**src/hw/rtl/fda_pkg.sv**
```systemverilog
// Shared types, constants and helper functions for the float to decimal
// ASCII formatter. Depends on nothing; every other file uses it.
package fda_pkg;

  // Default count of digits after the decimal point
  localparam int AFTER_POINT_DIGITS_DEF = 3;

  // Field widths fixed by the single-precision format
  localparam int VALUE_W  = 32;
  localparam int MANT_W   = 24;
  localparam int CHAR_W   = 7;

  // Exponent field at or above this value is out of range (|x| >= 2^31)
  localparam logic [7:0] EXP_LIMIT = 8'd158;

  // Fixed-point working width and power-of-ten scale width (10^9 < 2^30)
  localparam int SW      = 64;
  localparam int SCALE_W = 30;
  localparam int PROD_W  = MANT_W + SCALE_W;
  localparam int SHAMT_W = 9;

  // Integer digits: integer part is below 2^31 < 10^10
  localparam int INT_DIGITS = 10;
  localparam int INT_CNT_W  = $clog2(INT_DIGITS + 1);

  // Shift-and-add-3 conversion: bits consumed per cycle and number of steps
  localparam int DABBLE_BITS = 4;
  localparam int BCD_STEPS   = SW / DABBLE_BITS;
  localparam int BCD_CNT_W   = $clog2(BCD_STEPS);

  // ASCII codes
  localparam logic [CHAR_W-1:0] CHAR_MINUS = 7'h2D;
  localparam logic [CHAR_W-1:0] CHAR_POINT = 7'h2E;
  localparam logic [CHAR_W-1:0] CHAR_ZERO  = 7'h30;
  localparam logic [CHAR_W-1:0] CHAR_NONE  = 7'h00;

  typedef enum logic [3:0] {
    ST_IDLE,
    ST_SCALE,
    ST_ALIGN,
    ST_CONVERT,
    ST_ANALYZE,
    ST_SIGN,
    ST_INT,
    ST_POINT,
    ST_FRAC,
    ST_ERR
  } state_t;

  typedef enum logic [2:0] {
    EMIT_SIGN,
    EMIT_INT,
    EMIT_POINT,
    EMIT_FRAC,
    EMIT_ERR
  } emit_kind_t;

  // Commands from the controller to the datapath
  typedef struct packed {
    logic       load;       // capture a new item and form the scaled product
    logic       align;      // shift the product into the fixed-point word
    logic       convert;    // one conversion step
    logic       analyze;    // find digit counts and align the digit strings
    logic       emit;       // load the output register with one character
    emit_kind_t kind;       // which character to load
  } cmd_t;

  // Status from the datapath to the controller
  typedef struct packed {
    logic err;          // value is out of range
    logic neg_nz;       // value is negative and nonzero
    logic int_last;     // one integer digit left to send
    logic keep_zero;    // no fraction digits survive trimming
    logic frac_last;    // one fraction digit left to send
  } status_t;

  // 10^d, evaluated at elaboration
  function automatic logic [SW-1:0] pow10(input int d);
    logic [SW-1:0] p;
    p = SW'(1);
    for (int i = 0; i < d; i++) begin
      p = p * SW'(10);
    end
    return p;
  endfunction

endpackage

```
**src/hw/rtl/fda_ctrl.sv**
```systemverilog
// Sequencing state machine of the float to decimal ASCII formatter.
// Depends on fda_pkg; drives the datapath through cmd_t, reads status_t.
module fda_ctrl (
  input  logic             clk,
  input  logic             rst,
  input  logic             in_valid,
  output logic             in_ready,
  output logic             out_valid,
  input  logic             out_ready,
  input  fda_pkg::status_t status,
  output fda_pkg::cmd_t    cmd
);

  fda_pkg::state_t                    state, state_next;
  logic [fda_pkg::BCD_CNT_W-1:0]      step_cnt, step_cnt_next;
  logic                               out_valid_next;
  logic                               slot_free;

  assign slot_free = !out_valid || out_ready;

  always_ff @(posedge clk) begin
    if (rst) begin
      state     <= fda_pkg::ST_IDLE;
      step_cnt  <= '0;
      out_valid <= 1'b0;
    end else begin
      state     <= state_next;
      step_cnt  <= step_cnt_next;
      out_valid <= out_valid_next;
    end
  end

  // Next state
  always_comb begin
    state_next = state;
    unique case (state)
      fda_pkg::ST_IDLE:    if (in_valid) state_next = fda_pkg::ST_SCALE;
      fda_pkg::ST_SCALE:   state_next = status.err ? fda_pkg::ST_ERR : fda_pkg::ST_ALIGN;
      fda_pkg::ST_ALIGN:   state_next = fda_pkg::ST_CONVERT;
      fda_pkg::ST_CONVERT: begin
        if (step_cnt == fda_pkg::BCD_CNT_W'(fda_pkg::BCD_STEPS - 1)) begin
          state_next = fda_pkg::ST_ANALYZE;
        end
      end
      fda_pkg::ST_ANALYZE: state_next = status.neg_nz ? fda_pkg::ST_SIGN : fda_pkg::ST_INT;
      fda_pkg::ST_SIGN:    if (slot_free) state_next = fda_pkg::ST_INT;
      fda_pkg::ST_INT: begin
        if (slot_free && status.int_last) begin
          state_next = status.keep_zero ? fda_pkg::ST_IDLE : fda_pkg::ST_POINT;
        end
      end
      fda_pkg::ST_POINT:   if (slot_free) state_next = fda_pkg::ST_FRAC;
      fda_pkg::ST_FRAC:    if (slot_free && status.frac_last) state_next = fda_pkg::ST_IDLE;
      fda_pkg::ST_ERR:     if (slot_free) state_next = fda_pkg::ST_IDLE;
      default:             state_next = fda_pkg::ST_IDLE;
    endcase
  end

  // Outputs and commands
  always_comb begin
    cmd           = '0;
    cmd.kind      = fda_pkg::EMIT_INT;
    in_ready      = 1'b0;
    step_cnt_next = step_cnt;
    unique case (state)
      fda_pkg::ST_IDLE: begin
        in_ready = 1'b1;
        cmd.load = in_valid;
      end
      fda_pkg::ST_SCALE: ;
      fda_pkg::ST_ALIGN: begin
        cmd.align     = 1'b1;
        step_cnt_next = '0;
      end
      fda_pkg::ST_CONVERT: begin
        cmd.convert   = 1'b1;
        step_cnt_next = step_cnt + 1'b1;
      end
      fda_pkg::ST_ANALYZE: cmd.analyze = 1'b1;
      fda_pkg::ST_SIGN: begin
        cmd.emit = slot_free;
        cmd.kind = fda_pkg::EMIT_SIGN;
      end
      fda_pkg::ST_INT: begin
        cmd.emit = slot_free;
        cmd.kind = fda_pkg::EMIT_INT;
      end
      fda_pkg::ST_POINT: begin
        cmd.emit = slot_free;
        cmd.kind = fda_pkg::EMIT_POINT;
      end
      fda_pkg::ST_FRAC: begin
        cmd.emit = slot_free;
        cmd.kind = fda_pkg::EMIT_FRAC;
      end
      fda_pkg::ST_ERR: begin
        cmd.emit = slot_free;
        cmd.kind = fda_pkg::EMIT_ERR;
      end
      default: ;
    endcase
  end

  // Output register occupancy: set on load, clear when taken
  always_comb begin
    if (cmd.emit) begin
      out_valid_next = 1'b1;
    end else if (out_ready) begin
      out_valid_next = 1'b0;
    end else begin
      out_valid_next = out_valid;
    end
  end

endmodule

```
**src/hw/rtl/fda_dp.sv**
```systemverilog
// Datapath of the float to decimal ASCII formatter: scaling, fixed-point
// alignment, binary to BCD conversion, digit trimming and output register.
// Depends on fda_pkg; commanded by fda_ctrl.
module fda_dp #(
  parameter int AFTER_POINT_DIGITS = fda_pkg::AFTER_POINT_DIGITS_DEF
) (
  input  logic                           clk,
  input  logic [fda_pkg::VALUE_W-1:0]    value_bits,
  input  logic                           round_half,
  input  fda_pkg::cmd_t                  cmd,
  output fda_pkg::status_t               status,
  output logic [fda_pkg::CHAR_W-1:0]     char_code,
  output logic                           last_char,
  output logic                           range_error
);

  localparam int D      = AFTER_POINT_DIGITS;
  localparam int NDIG   = fda_pkg::INT_DIGITS + D;
  localparam int BW     = 4 * NDIG;
  localparam int IW     = 4 * fda_pkg::INT_DIGITS;
  localparam int FW     = 4 * D;
  localparam int KW     = $clog2(D + 1);
  localparam int SW     = fda_pkg::SW;
  localparam logic [fda_pkg::SCALE_W-1:0] SCALE =
    fda_pkg::SCALE_W'(fda_pkg::pow10(D));

  logic [fda_pkg::PROD_W-1:0]          prod;
  logic signed [fda_pkg::SHAMT_W-1:0]  shamt;
  logic                                rnd;
  logic                                neg_nz;
  logic                                err;
  logic [SW-1:0]                       bin;
  logic [BW-1:0]                       bcd;
  logic [IW-1:0]                       int_sh;
  logic [fda_pkg::INT_CNT_W-1:0]       int_rem;
  logic [FW-1:0]                       frac_sh;
  logic [KW-1:0]                       frac_rem;
  logic                                keep_zero;

  logic [7:0]                          expf;
  logic [fda_pkg::MANT_W-1:0]          mant;
  logic signed [fda_pkg::SHAMT_W-1:0]  shamt_in;
  logic [SW-1:0]                       prod_ext;
  logic [SW-1:0]                       x;
  logic [fda_pkg::SHAMT_W-1:0]         rshift;
  logic [SW:0]                         x_rnd;
  logic [BW-1:0]                       bcd_step;
  logic [SW-1:0]                       bin_step;
  logic [IW-1:0]                       int_bcd;
  logic [FW-1:0]                       frac_bcd;
  logic [fda_pkg::INT_CNT_W-1:0]       int_len;
  logic [fda_pkg::INT_CNT_W-1:0]       int_pad;
  logic [KW-1:0]                       keep;

  // Decode the input word
  assign expf = value_bits[30:23];
  assign mant = (expf == 8'd0) ? {1'b0, value_bits[22:0]} : {1'b1, value_bits[22:0]};
  // Power of two applied to mant * 10^D * 2, i.e. exponent plus one
  assign shamt_in = (expf == 8'd0) ? -9'sd148
                                   : $signed({1'b0, expf}) - 9'sd149;

  // Align: x = floor(prod * 2^shamt), then S = (x + round) / 2
  assign prod_ext = {{(SW - fda_pkg::PROD_W){1'b0}}, prod};
  assign rshift   = fda_pkg::SHAMT_W'(-shamt);
  always_comb begin
    if (!shamt[fda_pkg::SHAMT_W-1]) begin
      x = prod_ext << shamt[3:0];
    end else if (rshift >= fda_pkg::SHAMT_W'(SW)) begin
      x = '0;
    end else begin
      x = prod_ext >> rshift[5:0];
    end
  end
  assign x_rnd = {1'b0, x} + {{SW{1'b0}}, rnd};

  // Shift-and-add-3, several bits per step
  always_comb begin
    bcd_step = bcd;
    bin_step = bin;
    for (int j = 0; j < fda_pkg::DABBLE_BITS; j++) begin
      for (int d = 0; d < NDIG; d++) begin
        if (bcd_step[4*d +: 4] >= 4'd5) begin
          bcd_step[4*d +: 4] = bcd_step[4*d +: 4] + 4'd3;
        end
      end
      bcd_step = {bcd_step[BW-2:0], bin_step[SW-1]};
      bin_step = {bin_step[SW-2:0], 1'b0};
    end
  end

  // Digit counts: highest nonzero integer digit, lowest nonzero fraction digit
  assign int_bcd  = bcd[BW-1:FW];
  assign frac_bcd = bcd[FW-1:0];
  always_comb begin
    int_len = fda_pkg::INT_CNT_W'(1);
    for (int i = 0; i < fda_pkg::INT_DIGITS; i++) begin
      if (int_bcd[4*i +: 4] != 4'd0) begin
        int_len = fda_pkg::INT_CNT_W'(i + 1);
      end
    end
    keep = '0;
    for (int i = D - 1; i >= 0; i--) begin
      if (frac_bcd[4*i +: 4] != 4'd0) begin
        keep = KW'(D - i);
      end
    end
  end
  assign int_pad = fda_pkg::INT_CNT_W'(fda_pkg::INT_DIGITS) - int_len;

  always_ff @(posedge clk) begin
    if (cmd.load) begin
      prod   <= fda_pkg::PROD_W'(mant) * fda_pkg::PROD_W'(SCALE);
      shamt  <= shamt_in;
      rnd    <= round_half;
      neg_nz <= value_bits[31] && (value_bits[30:0] != 31'd0);
      err    <= (expf >= fda_pkg::EXP_LIMIT);
    end
    if (cmd.align) begin
      bin <= x_rnd[SW:1];
      bcd <= '0;
    end else if (cmd.convert) begin
      bin <= bin_step;
      bcd <= bcd_step;
    end
    if (cmd.analyze) begin
      int_sh    <= int_bcd << {int_pad, 2'b00};
      int_rem   <= int_len;
      frac_sh   <= frac_bcd;
      frac_rem  <= keep;
      keep_zero <= (keep == '0);
    end
    if (cmd.emit) begin
      case (cmd.kind)
        fda_pkg::EMIT_SIGN: begin
          char_code   <= fda_pkg::CHAR_MINUS;
          last_char   <= 1'b0;
          range_error <= 1'b0;
        end
        fda_pkg::EMIT_INT: begin
          char_code   <= fda_pkg::CHAR_ZERO + fda_pkg::CHAR_W'(int_sh[IW-1 -: 4]);
          last_char   <= status.int_last && keep_zero;
          range_error <= 1'b0;
          int_sh      <= int_sh << 4;
          int_rem     <= int_rem - 1'b1;
        end
        fda_pkg::EMIT_POINT: begin
          char_code   <= fda_pkg::CHAR_POINT;
          last_char   <= 1'b0;
          range_error <= 1'b0;
        end
        fda_pkg::EMIT_FRAC: begin
          char_code   <= fda_pkg::CHAR_ZERO + fda_pkg::CHAR_W'(frac_sh[FW-1 -: 4]);
          last_char   <= status.frac_last;
          range_error <= 1'b0;
          frac_sh     <= frac_sh << 4;
          frac_rem    <= frac_rem - 1'b1;
        end
        default: begin
          char_code   <= fda_pkg::CHAR_NONE;
          last_char   <= 1'b1;
          range_error <= 1'b1;
        end
      endcase
    end
  end

  assign status.err       = err;
  assign status.neg_nz    = neg_nz;
  assign status.int_last  = (int_rem == fda_pkg::INT_CNT_W'(1));
  assign status.keep_zero = keep_zero;
  assign status.frac_last = (frac_rem == KW'(1));

endmodule

```
**src/hw/rtl/float_to_decimal_ascii.sv**
```systemverilog
// Float to decimal ASCII formatter, top level.
// Depends on fda_pkg, fda_ctrl and fda_dp.
//
// Usage:
//   Input channel (in_valid/in_ready) takes one item: a single-precision bit
//   pattern plus a round flag. Output channel (out_valid/out_ready) returns
//   the decimal text one ASCII character per item, last_char set on the
//   final one. NaN, infinity or a magnitude of 2^31 or more yields a single
//   item with char_code 0 and both last_char and range_error set.
// Sequence:
//   After acceptance the value is scaled by 10^AFTER_POINT_DIGITS, aligned
//   into the 64-bit fixed-point word, converted to BCD by the shift-and-add-3
//   unit at four bits per cycle and trimmed. The first character follows the
//   trimming step and the rest follow at one per cycle while the receiver
//   keeps up. in_ready stays low until the last character of a number, or
//   the range error item, has been loaded into the output register.
//   in_ready is high only while no number is in progress; the next number is
//   taken while the last character still waits in the output register.
// Reset: rst (synchronous, active high) drops any number in progress and
//   empties the output register. A stalled receiver holds the current
//   character in place and pauses character generation.
module float_to_decimal_ascii #(
  parameter int AFTER_POINT_DIGITS = fda_pkg::AFTER_POINT_DIGITS_DEF
) (
  input  logic                        clk,
  input  logic                        rst,
  input  logic                        in_valid,
  output logic                        in_ready,
  input  logic [fda_pkg::VALUE_W-1:0] value_bits,
  input  logic                        round_half,
  output logic                        out_valid,
  input  logic                        out_ready,
  output logic [fda_pkg::CHAR_W-1:0]  char_code,
  output logic                        last_char,
  output logic                        range_error
);

  fda_pkg::cmd_t    cmd;
  fda_pkg::status_t status;

  // Sequencer: owns the handshakes and the step counter
  fda_ctrl u_ctrl (
    .clk       (clk),
    .rst       (rst),
    .in_valid  (in_valid),
    .in_ready  (in_ready),
    .out_valid (out_valid),
    .out_ready (out_ready),
    .status    (status),
    .cmd       (cmd)
  );

  // Arithmetic, digit storage and the output payload register
  fda_dp #(
    .AFTER_POINT_DIGITS (AFTER_POINT_DIGITS)
  ) u_dp (
    .clk         (clk),
    .value_bits  (value_bits),
    .round_half  (round_half),
    .cmd         (cmd),
    .status      (status),
    .char_code   (char_code),
    .last_char   (last_char),
    .range_error (range_error)
  );

  // One number at a time: no new item right after one is taken
  a_busy_after_accept: assert property (@(posedge clk) disable iff (rst)
    (in_valid && in_ready) |=> !in_ready)
    else $error("input taken while a number is in progress");

  // While idle, any pending character must close the previous number
  a_idle_only_after_last: assert property (@(posedge clk) disable iff (rst)
    (in_ready && out_valid) |-> last_char)
    else $error("block idle before the last character was produced");

  // A range error is a lone, final, null character
  a_error_form: assert property (@(posedge clk) disable iff (rst)
    (out_valid && range_error) |-> (last_char && char_code == fda_pkg::CHAR_NONE))
    else $error("malformed range error item");

  // Normal characters are a sign, a point or a decimal digit
  a_char_set: assert property (@(posedge clk) disable iff (rst)
    (out_valid && !range_error) |->
      (char_code == fda_pkg::CHAR_MINUS || char_code == fda_pkg::CHAR_POINT ||
       (char_code >= fda_pkg::CHAR_ZERO && char_code <= fda_pkg::CHAR_ZERO + 7'd9)))
    else $error("character outside the decimal set");

endmodule
```
**config.mk**
```make
export PLATFORM = sky130hd
export DESIGN_NAME = float_to_decimal_ascii
export DESIGN_NICKNAME = d
export VERILOG_FILES = /design/src/hw/rtl/fda_pkg.sv /design/src/hw/rtl/fda_ctrl.sv /design/src/hw/rtl/fda_dp.sv /design/src/hw/rtl/float_to_decimal_ascii.sv
export SDC_FILE = /design/constraint.sdc
export NUM_CORES = 1
export LEC_CHECK = 0
export BUFFER_PORTS_ARGS = -buffer_cell sky130_fd_sc_hd__buf_2
export CAP_MARGIN = 20
export CORE_MARGIN = 3
export CORE_UTILIZATION = 35
export DETAILED_ROUTE_END_ITERATION = 7
export MAX_ROUTING_LAYER = met4
export PLACE_DENSITY = 0.55
export SKIP_CTS_REPAIR_TIMING = 1
export SLEW_MARGIN = 20
export SYNTH_ARGS = -nofsm -noshare
export SYNTH_HDL_FRONTEND = slang
export SYNTH_SLANG_ARGS = --single-unit
export TNS_END_PERCENT = 30
```
**constraint.sdc**
```tcl
create_clock -name clk -period 6.1 [get_ports clk]
set_clock_uncertainty 0.05 [all_clocks]
set_input_delay 0.305 -clock clk [delete_from_list [all_inputs] [get_ports clk]]
set_output_delay 0.305 -clock clk [all_outputs]
set_load 0.01 [all_outputs]
```
# Word-level counts from Yosys, hierarchy flattened
# Index checks and enable logic that the tools add are counted.
[totals]
reg_bits = 236
latch_bits = 0
ramBits = 0
romBits = 0
inputBits = 37
elab_cells = 292
memories = 0
[op_classes]
n_addsub = 61
mul = 1
div_mod_pow = 0
order_cmp = 54
n_eq_ne = 22
n_shift = 3
mux = 104
bitwise = 0
n_reduce_logical = 29
[ops]
columns = ["op", "count"]
rows = [
  ["two-way mux 64 bit", 4],
  ["two-way mux 4 bit", 62],
  ["greater-or-equal comparator 4 x 3 -> 1 bit (second input constant)", 52],
  ["adder 4 x 2 -> 4 bit (second input constant)", 48],
  ["two-way mux 40 bit", 3],
  ["adder 64 x 1 -> 65 bit", 1],
  ["<< shifter 34 x 4 -> 64 bit", 1],
  ["right shift 34 x 6 -> 64 bit", 1],
  ["nonzero test 4 bit", 12],
  ["case mux 4 bit (10 select lines)", 1],
  ["<< shifter 40 x 6 -> 40 bit", 1],
  ["two-way mux 12 bit", 3],
  ["multiplier 24 x 7 -> 31 bit (second input constant)", 1],
  ["nonzero test 31 bit", 1],
  ["case mux 7 bit (4 select lines)", 1],
  ["two-way mux 3 bit", 9],
  ["two-way mux 24 bit", 1],
  ["case mux 4 bit (5 select lines)", 1],
  ["equality test 4 x 3 -> 1 bit (second input constant)", 4],
  ["two-way mux 2 bit", 8],
  ["adder 6 x 4 -> 7 bit (first input constant)", 2],
  ["adder 3 x 2 -> 3 bit (second input constant)", 4],
  ["equality test 4 bit (second input constant)", 3],
  ["inequality test 2 x 1 -> 1 bit (second input constant)", 6],
  ["other kinds (28)", 44],
]

# Longest topological paths before layout
[logic_depth]
ltp_word = 15
mapped_depth = 23
mapped_depth_nobuf = 22

# Modules after synthesis
# From an unflattened synthesis, not the netlist that was laid out.
[hier_totals]
cells_unflattened = 2807
hier_area_um2 = 25290.5
[by_module_without_submodules]
columns = ["mod", "n_inst", "cells_each", "area_each_um2", "seq_area_each_um2"]
rows = [
  ["fda_dp", 1, 2718, 24631.1, 5685.5],
  ["fda_ctrl", 1, 89, 659.4, 180.2],
]

# Worst setup path before layout
# No wires, ideal clock.
[synth_path]
kind = "input-to-reg"
start = "input value_bits[6] (netlist bit)"
end = "register u_dp.prod[33] (netlist bit), data pin"
setup_ps = 261
t_arrival_ps = 4906
required_ps = 5789
path_slack_ps = 883
cell_stages = 17
n_path_buf = 1
cell_sequence = "inv_1 -> fa_1 -> fa_1 -> fa_1 -> inv_1 -> fa_1 -> ha_1 -> clkbuf_1 -> and4_1 -> and3_1 -> o41ai_1 -> nand3_1 -> a41o_1 -> a211o_1 -> a31oi_1 -> o21ai_0 -> xnor2_1"
[synth_via]
elab_chain_cells = 2
[synth_rtl]
columns = ["item", "line", "rtl"]
rows = [
  ["start, declared", "float_to_decimal_ascii.sv:29", "input logic [fda_pkg::VALUE_W-1:0] value_bits,"],
  ["two-way mux 24 bit", "fda_dp.sv:57", "assign mant = (expf == 8'd0) ? {1'b0, value_bits[22:0]} : {1'b1, value_bits[22:0]};"],
  ["multiplier 24 x 7 -> 31 bit", "fda_dp.sv:112", "prod <= fda_pkg::PROD_W'(mant) * fda_pkg::PROD_W'(SCALE);"],
  ["end signal, assigned", "fda_dp.sv:112", ""],
  ["end, declared", "fda_dp.sv:27", "logic [fda_pkg::PROD_W-1:0] prod;"],
]
# No other way between the ends.
# A chain may end at the register's enable or synchronous reset.

# Worst setup path in the final report
[layout_path]
start = "input value_bits[1] (netlist bit)"
end = "register u_dp.prod[30] (netlist bit), data pin"
# The elaborated chain is that of the path after synthesis.

==> flow_summary.json <==
{
  "outcome": "finished, final reports clean",
  "synth_area_leaders": "edfxtp_1 (14%), ha_1 (10%), dfxtp_1 (9.7%)",
  "clk_pin_slew_worst_paths_ns": 0.05,
  "hold_viol": 0,
  "synth_edf_count": 116,
  "ioPinCount": 48,
  "syn_area_per_cell_sq_um": 8.875,
  "grt_pass1_vias": 20090,
  "maxCapViolCount": 0,
  "fin_crit_sh_pct": 92.79,
  "synth_top_area_cell": "edfxtp_1",
  "ys.flop_type": "dfxtp_1",
  "crit_type": "input pin to flip-flop",
  "cts.sinks": 235,
  "netlist.area_leader.share_pct": 14.11,
  "hpwl_microns": 53030,
  "tns_ns": 0,
  "fp.dieW_microns": 271.6,
  "ys_async_sr_fraction_pct": 0,
  "fin_nets": 3081,
  "drive_above_1_share_pct": 10.03,
  "ys_ff_latch": 235,
  "gr-total-overflow": 0,
  "grt_max_degree": 66,
  "core_sq_um": 69190,
  "antenna_found_initial": 0,
  "grt_use_total_pct": 18.46,
  "die_h_microns": 271.6,
  "portBuffers": 46,
  "dr.pass1.iters": 5,
  "ys_warn_count": 0,
  "reg2regPathDepth": 20,
  "crit_arrival_ns": 5.99,
  "routedWlPerCell_microns": 18.35,
  "routed_wl_microns": 68140,
  "netlist_area_sq_um": 24680,
  "drc": 0,
  "clock_latency_ns": 0.59,
  "maxSlewHeadroom_pct": 30.42,
  "grt_pass1_wl_microns": 108900,
  "cts_made_buffers": 29,
  "syn_nets": 3103,
  "num_rows": 96,
  "min_path_type": "input pin to flip-flop",
  "crit_path_max_fanout": 6,
  "max_freq_mhz": 176.7,
  "ys_seq_area_share_pct": 23.76,
  "cp-start-kind": "input pin",
  "setup.worst_path.end_class": "flip-flop",
  "min_period_ns": 5.660,
  "whs_path_depth": 3,
  "clockRootBuffer": "clkbuf_16",
  "crit_required_ns": 6.43,
  "dieArea_sq_um": 73740,
  "vias_per_cell": 5.485,
  "num_vias": 20370,
  "worst_slew_pin_slew_ns": 1.044,
  "synth.top_cells.by_count": "nand2_1 (263), inv_1 (257), nor2_1 (206)",
  "start_util_pct": 35.68,
  "drtIter0Drc": 1234,
  "htree_levels": 1,
  "cts_max_path_buffers": 3,
  "synth_cell_types": 109,
  "gp_congestion": 0.9497,
  "setup_viol": 0,
  "synthesis.instances": 2781,
  "cts_tree": "yes",
  "maxSlewViolCount": 0,
  "rsz0062_at_grt": "no",
  "synth_most_common_cell": "nand2_1",
  "num_antenna_cells": 0,
  "ant_nets": 0,
  "area_growth_pct": 8.897
}
[worst max-delay path, stage by stage]
cell and delay, ns:
dlygate4sd3_1 0.52, buf_2 0.17, fa_1 0.54, inv_1 0.06
fa_1 0.50, fa_1 0.54, inv_1 0.05, fa_1 0.45
ha_1 0.38, a21o_1 0.20, a21oi_1 0.21, a21oi_1 0.13
a311oi_1 0.46, a21oi_1 0.17, o31ai_1 0.45, a2111oi_0 0.30
o21a_1 0.27, o311ai_0 0.30
[routing by layer]
metal	up-vias	track usage, %	wire length (microns)
met5	-	-	0
met4	0	6.086	2409
met3	123	1.750	2540
met2	465	32.03	33780
met1	9906	22.54	29410
li1	9873	-	-
[layout make-up]
cell class	count	area, sq um
fill	6948	42310
multi-input combinational	2146	17210
sequential	235	5866
tap	931	1165
inverter	259	973.4
clock buffer	31	733.2
timing repair buffer	88	573.1
clock inverter	23	360.3
[registers in the layout, summed over array words and instances, names as in the netlist, 2 cells and up]
signal and cells:
u_dp.prod 31, u_dp.frac_rem 2, u_dp.char_code 6, u_dp.bin 64, u_ctrl.state 4, u_dp.int_sh 40
u_dp.frac_sh 12, u_ctrl.step_cnt 4, u_dp.shamt 9, u_dp.bcd 52, u_dp.int_rem 4
[metrics by stage]
| stage | cell area (sq um) | hold WS [ns] | worst slack, ns | util (%) | std cells |
|---|---|---|---|---|---|
| final | 26880 | 0.002467 | 0.4398 | 38.85 | 3713 |
| after global routing | 26880 | 0.01090 | 0.002710 | 38.85 | 3713 |
| after CTS | 26810 | -0.1808 | 0.7679 | 38.76 | 3707 |
| after detailed placement | 25720 | 0.3949 | 0.1760 | 37.18 | 3653 |
| after global placement | 25720 | 0.3902 | 0.2681 | 37.18 | 3653 |
| after floorplan | 24680 | 0.3539 | 0.8831 | - | 2781 |
[kinds of logic after synthesis]
| group | count (synthesis) | synth area share, % |
|---|---|---|
| fa+ha+maj | 285 | 17.03 |
| buf+inv | 400 | 6.762 |
| xor+xnor | 115 | 4.081 |
| compound gates | 656 | 17.09 |
| flops | 235 | 23.76 |
| simple gates | 815 | 16.19 |
| mux | 274 | 15.07 |
| other cells | 1 | 0.01519 |
[final timing paths]
check	start	endpoint	slack (ns)
setup / recovery	value_bits[1]	u_dp.prod[30]$_DFFE_PP_	0.44
hold / removal	value_bits[29]	u_dp.shamt[6]$_SDFFCE_PP1P_	0.002
setup reg to reg	u_dp.bcd[13]$_SDFFE_PP0P_	u_dp.bcd[24]$_SDFFE_PP0P_	1.09
hold reg to reg	u_dp.frac_sh[1]$_DFF_P_	u_dp.frac_sh[1]$_DFF_P_	0.40
[cells in the final DEF (no fill, tap or decap), types with 16 or more instances in the layout]
cell       synthesis  final
edfxtp_1         116    116
o22ai_1           32     32
mux4_2            53     53
nand2b_1          41     41
o21ai_0          153    153
fa_1              85     85
buf_2             22     46
xnor2_1           92     90
nor2_1           206    205
a21oi_1          187    186
a22oi_1           18     18
and2_1            16     16
o211ai_1          19     19
o21a_1            39     39
buf_4              9     35
mux2i_1          153    153
mux2_2            52     52
and3_1            17     16
ha_1             200    200
dfxtp_1          119    119
a31oi_1           24     24
xor2_1            23     22
nor3_1            46     46
clkbuf_16          0     29
nand3_1           64     63
nor3b_1           33     33
nand2_1          263    262
nor2b_1           59     59
inv_1            257    256
Power is left out: the tool's default activity adds up to more than one toggle a clock period on the data nets, which glitch-free logic cannot reach.
